File: src/call_latency_profiler_assert.svh
// Assertion macros for the call latency profiler
`ifndef CALL_LATENCY_PROFILER_ASSERT_SVH
`define CALL_LATENCY_PROFILER_ASSERT_SVH
// implication checked on every clock, held off during reset
`define CLP_ASSERT_IMP(lbl, ante, cons) \
  lbl: assert property (@(posedge clk) disable iff (rst) (ante) |-> (cons)) \
    else $error("assertion failed");
// next-cycle implication
`define CLP_ASSERT_NXT(lbl, ante, cons) \
  lbl: assert property (@(posedge clk) disable iff (rst) (ante) |=> (cons)) \
    else $error("assertion failed");
`endif

File: src/clp_pkg.sv
// Package for the call latency profiler: beat types, sizes and queue entry type
package clp_pkg;
  localparam int ThreadSlots = 256;
  localparam int CallKinds = 1024;
  localparam int TimelineDepth = 4096;
  localparam int TsW = $clog2(ThreadSlots);
  localparam int CkW = $clog2(CallKinds);
  localparam int TlW = $clog2(TimelineDepth);
  localparam int QDepth = 2;

  typedef enum logic {
    OP_START = 1'b0,
    OP_END   = 1'b1
  } op_e;

  typedef struct packed {
    logic           op;
    logic           traced;
    logic [TsW-1:0] thread_slot;
    logic [CkW-1:0] call_number;
    logic [63:0]    timestamp_ns;
  } in_beat_t;

  typedef struct packed {
    logic [TsW-1:0] done_thread;
    logic [CkW-1:0] done_call;
    logic [63:0]    elapsed_ns;
    logic [63:0]    finish_ns;
    logic [TlW-1:0] timeline_slot;
    logic [31:0]    call_count;
    logic [63:0]    latency_sum;
    logic [63:0]    latency_max;
    logic [63:0]    latency_min;
    logic [63:0]    completed_total;
  } out_beat_t;

  // completed call handed from front to back
  typedef struct packed {
    logic [TsW-1:0] thread;
    logic [CkW-1:0] call;
    logic [63:0]    duration;
    logic [63:0]    finish;
  } done_t;

  typedef enum logic [1:0] {
    FS_IDLE,
    FS_READ,
    FS_CALC
  } front_state_e;

  typedef enum logic [1:0] {
    BS_CLEAR,
    BS_IDLE,
    BS_READ,
    BS_CALC
  } back_state_e;
endpackage

File: src/clp_queue.sv
// Short queue between front and back
module clp_queue import clp_pkg::*; (
  input  logic  clk,
  input  logic  rst,
  input  logic  push,
  input  done_t din,
  output logic  full,
  input  logic  pop,
  output logic  empty,
  output done_t dout
);
  done_t mem [QDepth];
  logic [$clog2(QDepth)-1:0] wp, rp;
  logic [$clog2(QDepth):0] cnt;

  assign full = cnt == ($clog2(QDepth)+1)'(QDepth);
  assign empty = cnt == '0;
  assign dout = mem[rp];

  always_ff @(posedge clk) begin
    if (push && !full) mem[wp] <= din;
  end

  // pointers and fill
  always_ff @(posedge clk) begin
    if (rst) begin
      wp <= '0;
      rp <= '0;
      cnt <= '0;
    end else begin
      if (push && !full) wp <= wp + 1'b1;
      if (pop && !empty) rp <= rp + 1'b1;
      cnt <= cnt + ($clog2(QDepth)+1)'(push && !full) - ($clog2(QDepth)+1)'(pop && !empty);
    end
  end
endmodule

File: config.mk
export PLATFORM = sky130hd
export DESIGN_NAME = clp_queue
export DESIGN_NICKNAME = d
export VERILOG_FILES = /design/src/call_latency_profiler_assert.svh /design/src/clp_pkg.sv /design/src/clp_queue.sv
export SDC_FILE = /design/constraint.sdc
export NUM_CORES = 1
export LEC_CHECK = 0
export CAP_MARGIN = 0
export CORE_MARGIN = 3
export CORE_UTILIZATION = 55
export CTS_BUF_LIST = sky130_fd_sc_hd__clkbuf_8
export DETAILED_ROUTE_END_ITERATION = 16
export DONT_BUFFER_PORTS = 1
export PLACE_DENSITY = 0.76
export SLEW_MARGIN = 20
export SYNTH_ARGS = -nofsm -noshare
export SYNTH_HDL_FRONTEND = slang
export SYNTH_SLANG_ARGS = --single-unit
File: constraint.sdc
create_clock -name clk -period 5.3 [get_ports clk]
set_input_delay 1.06 -clock clk [delete_from_list [all_inputs] [get_ports clk]]
set_output_delay 1.06 -clock clk [all_outputs]
set_load 0.05 [all_outputs]
==> results.md <==
- Status: finished clean
- Fmax: between 200 and 300 MHz
- Synth Area in XOR/XNOR: less than 1%
- Worst-margin pin slew: 0.957 ns
- I/O Pins: between 200 and 300
- Critical path data arrival time: 2.45 ns
- Max Slew Vio Count: 0
- Synth Register Bits: 297
- Full die area: 0.0214 mm2
- Via-to-Cell Ratio: between 5 and 6
- Distinct cells, synth: 21
- Most frequent cells in the layout: edfxtp_1 (292), mux2_2 (146), clkbuf_8 (47)
- Reg2reg path depth: 5
- Largest family of logic cells by synthesized area: multiplexers
- Total gr overflow: 0
- DIE HEIGHT: between 100 and 150 um
- Worst Hold Class: flip-flop to flip-flop
- Static leakage power: between 3 and 4 nW
- Root Driver: clkbuf_8
- RSZ-0062 raised after global routing: no
- Hpwl dp: around 13 mm
- Comb pwr share: 33.2%
- Hold path depth: 2
- Hold Path Origin: wp
- Mapped Area: 0.0108 mm2
- Post-Synth Adder-Cell Area: 0.231%
- Initial Util: a little under three fifths
- Die width: 146 um
- Ys flop type: edfxtp_1
- Drt wl/cell: ~23 um
- Core ar.: between 0.015 and 0.02 mm2
- Post-synthesis compound-gate area fraction: less than 1%
- Wirelength, routed: 19.0 mm
- Most common cell after layout, fill and taps aside: edfxtp_1
- Post-synthesis simple-gate area fraction: less than 1%
- Final TNS setup: 0 ns
- Area Growth Syn to Fin: 10.1%
- Num CTS Buffers: 45
- Reg2reg start: cnt[0]
- Worst R2R Setup Slack: roughly 2.7 ns
- CP max FO: 79
- Number of flops mapped to enable cells by yosys: 292
- Slew headroom: 36.0%
- Maximum VDD drop: around 0.00038 V
- Avg Synthesized Cell Area: around 22 um2
- Final hold violations: 0
- Share of cells above drive strength 1: approximately two fifths
- DRT Pass-1 Iters: 4
- Maximum root-to-sink buffer count: 3
- H-tree depth: 2
- Num rows: 50
- First-pass GRT wire length: between 20 and 30 mm
- Ys Warns: 0
- All-layer global routing usage: around 17%
- Mux contribution to synthesized area: 15.2%
- Vias in the first global route: about 5000
- Worst-path clk slew: around 0.06 ns
- Post-CTS Hold Fix Bufs: 0
- Syn Nets: 633
- Clk_skew: approximately 0.016 ns
- Port Buffer Count: 0
- Nets@finish: roughly 670
- Worst skew pair latency: roughly 0.53 ns
- Critical path type: flip-flop to output port
- Final Non-Filler Cells: between 800 and 900
- Sink Count: a little under 300
- Vias: about 4400
- Power per cell area: 611 mW/mm2
- Post-Syn Instances: between 400 and 500
- FF+latch area: around 0.009 mm2
- CTS tree: yes
- Post-CTS setup repair buffer count: 0
- Drt drc: 0
- NetSw: about 2.9 mW
- Post-route minimum period: about 3.5 ns
- Crit start category: flip-flop
- Fillers: about 1300
- Post-synth ARST share: 0%
- Antenna violations before repair: 1
- Antenna-violating nets left: 0
- Data required, critical path: between 4 and 5 ns
- Largest net degree at the start of global routing: 94
- Clock power frac: 23.5%
- Final setup viols: 0
- Internal power: between 4 and 5 mW
- Worst Setup End Kind: output port
- Setup ws final: 1.79 ns
- Sequential fraction of the synthesis area: roughly 82%
- Gpl congestion: 0.801
- Final worst-path cycle share: between 60% and 70%
- Seq pwr share: 43.3%
- Sw Share: 39.5%
- Post-place setup slack: approximately 2.2 ns
- Footprint of the multi-input gates: around 0.0018 mm2
- DP Cell Count: 729
- Post-CTS Resized: 0
- Drt initial violations: around 180
- Max-cap violations: 0
## final timing paths
kind,to
setup / recovery,dout[29]
hold / removal,wp
setup reg to reg,mem[0][44]
hold reg to reg,wp
## power groups by stage
| stage | clock [mW] | combinational (mW) | sequential (mW) |
|---|---|---|---|
| floorplan | 0 | 2.34 | 3.13 |
| global placement | 0 | 2.40 | 3.19 |
| detailed placement | 0 | 2.43 | 3.21 |
| CTS | 1.76 | 2.44 | 3.16 |
| global route | 1.87 | 2.50 | 3.19 |
| finish | 1.71 | 2.42 | 3.15 |
## flip-flops by register name, indices dropped and copies added, names as in the netlist, named ones only
name,cells
cnt,2
mem,292
wp,1
rp,1
## critical path, cell delays in order, from the launching register on
cell and delay, ns:
dfxtp_4 0.90, buf_12 0.41, mux2_2 0.53
## metal layers
metal / vias up / share of wire (%) / GRT usage (%)
met2: 239 / 50 / 28.3
met1: 2187 / 34 / 18.4
li1: 1986 / - / -
met3: 30 / 14 / 10.5
met5: - / 0.069 / 0
met4: 2 / 2.0 / 5.46
## Yosys cell counts (all sizes together), types with 2 or more instances
library cell	n	area, um2
inv	4	15.0
dfxtp	5	100
buf	16	173
ha	2	25.0
nor2	4	15.0
mux2	146	1640
edfxtp	292	8770
## kinds of logic (layout without fill, tap and decap cells)
family	Yosys count	count (layout)
simple gates	11	11
mux	146	146
compound gates	3	3
buf+inv	20	90
fa+ha+maj	2	2
other cells	0	1
flops	297	297
xor+xnor	2	2
## through the flow
| step | total power, mW | util, % | hold WS (ns) | cell area [um2] |
|---|---|---|---|---|
| finish | 7.28 | 62.6 | 0.499 | 11900 |
| global placement | 5.58 | 58.0 | 0.478 | 11000 |
| detailed placement | 5.64 | 58.0 | 0.491 | 11000 |
| CTS | 7.35 | 62.5 | 0.498 | 11900 |
| floorplan | 5.47 | - | 0.451 | 10800 |
| global route | 7.56 | 62.6 | 0.547 | 11900 |
## area by class of cell
cell class                 count  share of cell area (%)
antenna                        1                  0.0210
clock buffer                  47                    5.43
clock inverter                34                    1.64
inverter                       4                   0.168
multi-input combinational    164                    14.8
sequential                   297                    74.5
tap                          260                    2.73
timing repair buffer           5                   0.693
No activity file was read; power rests on OpenSTA's default activity.
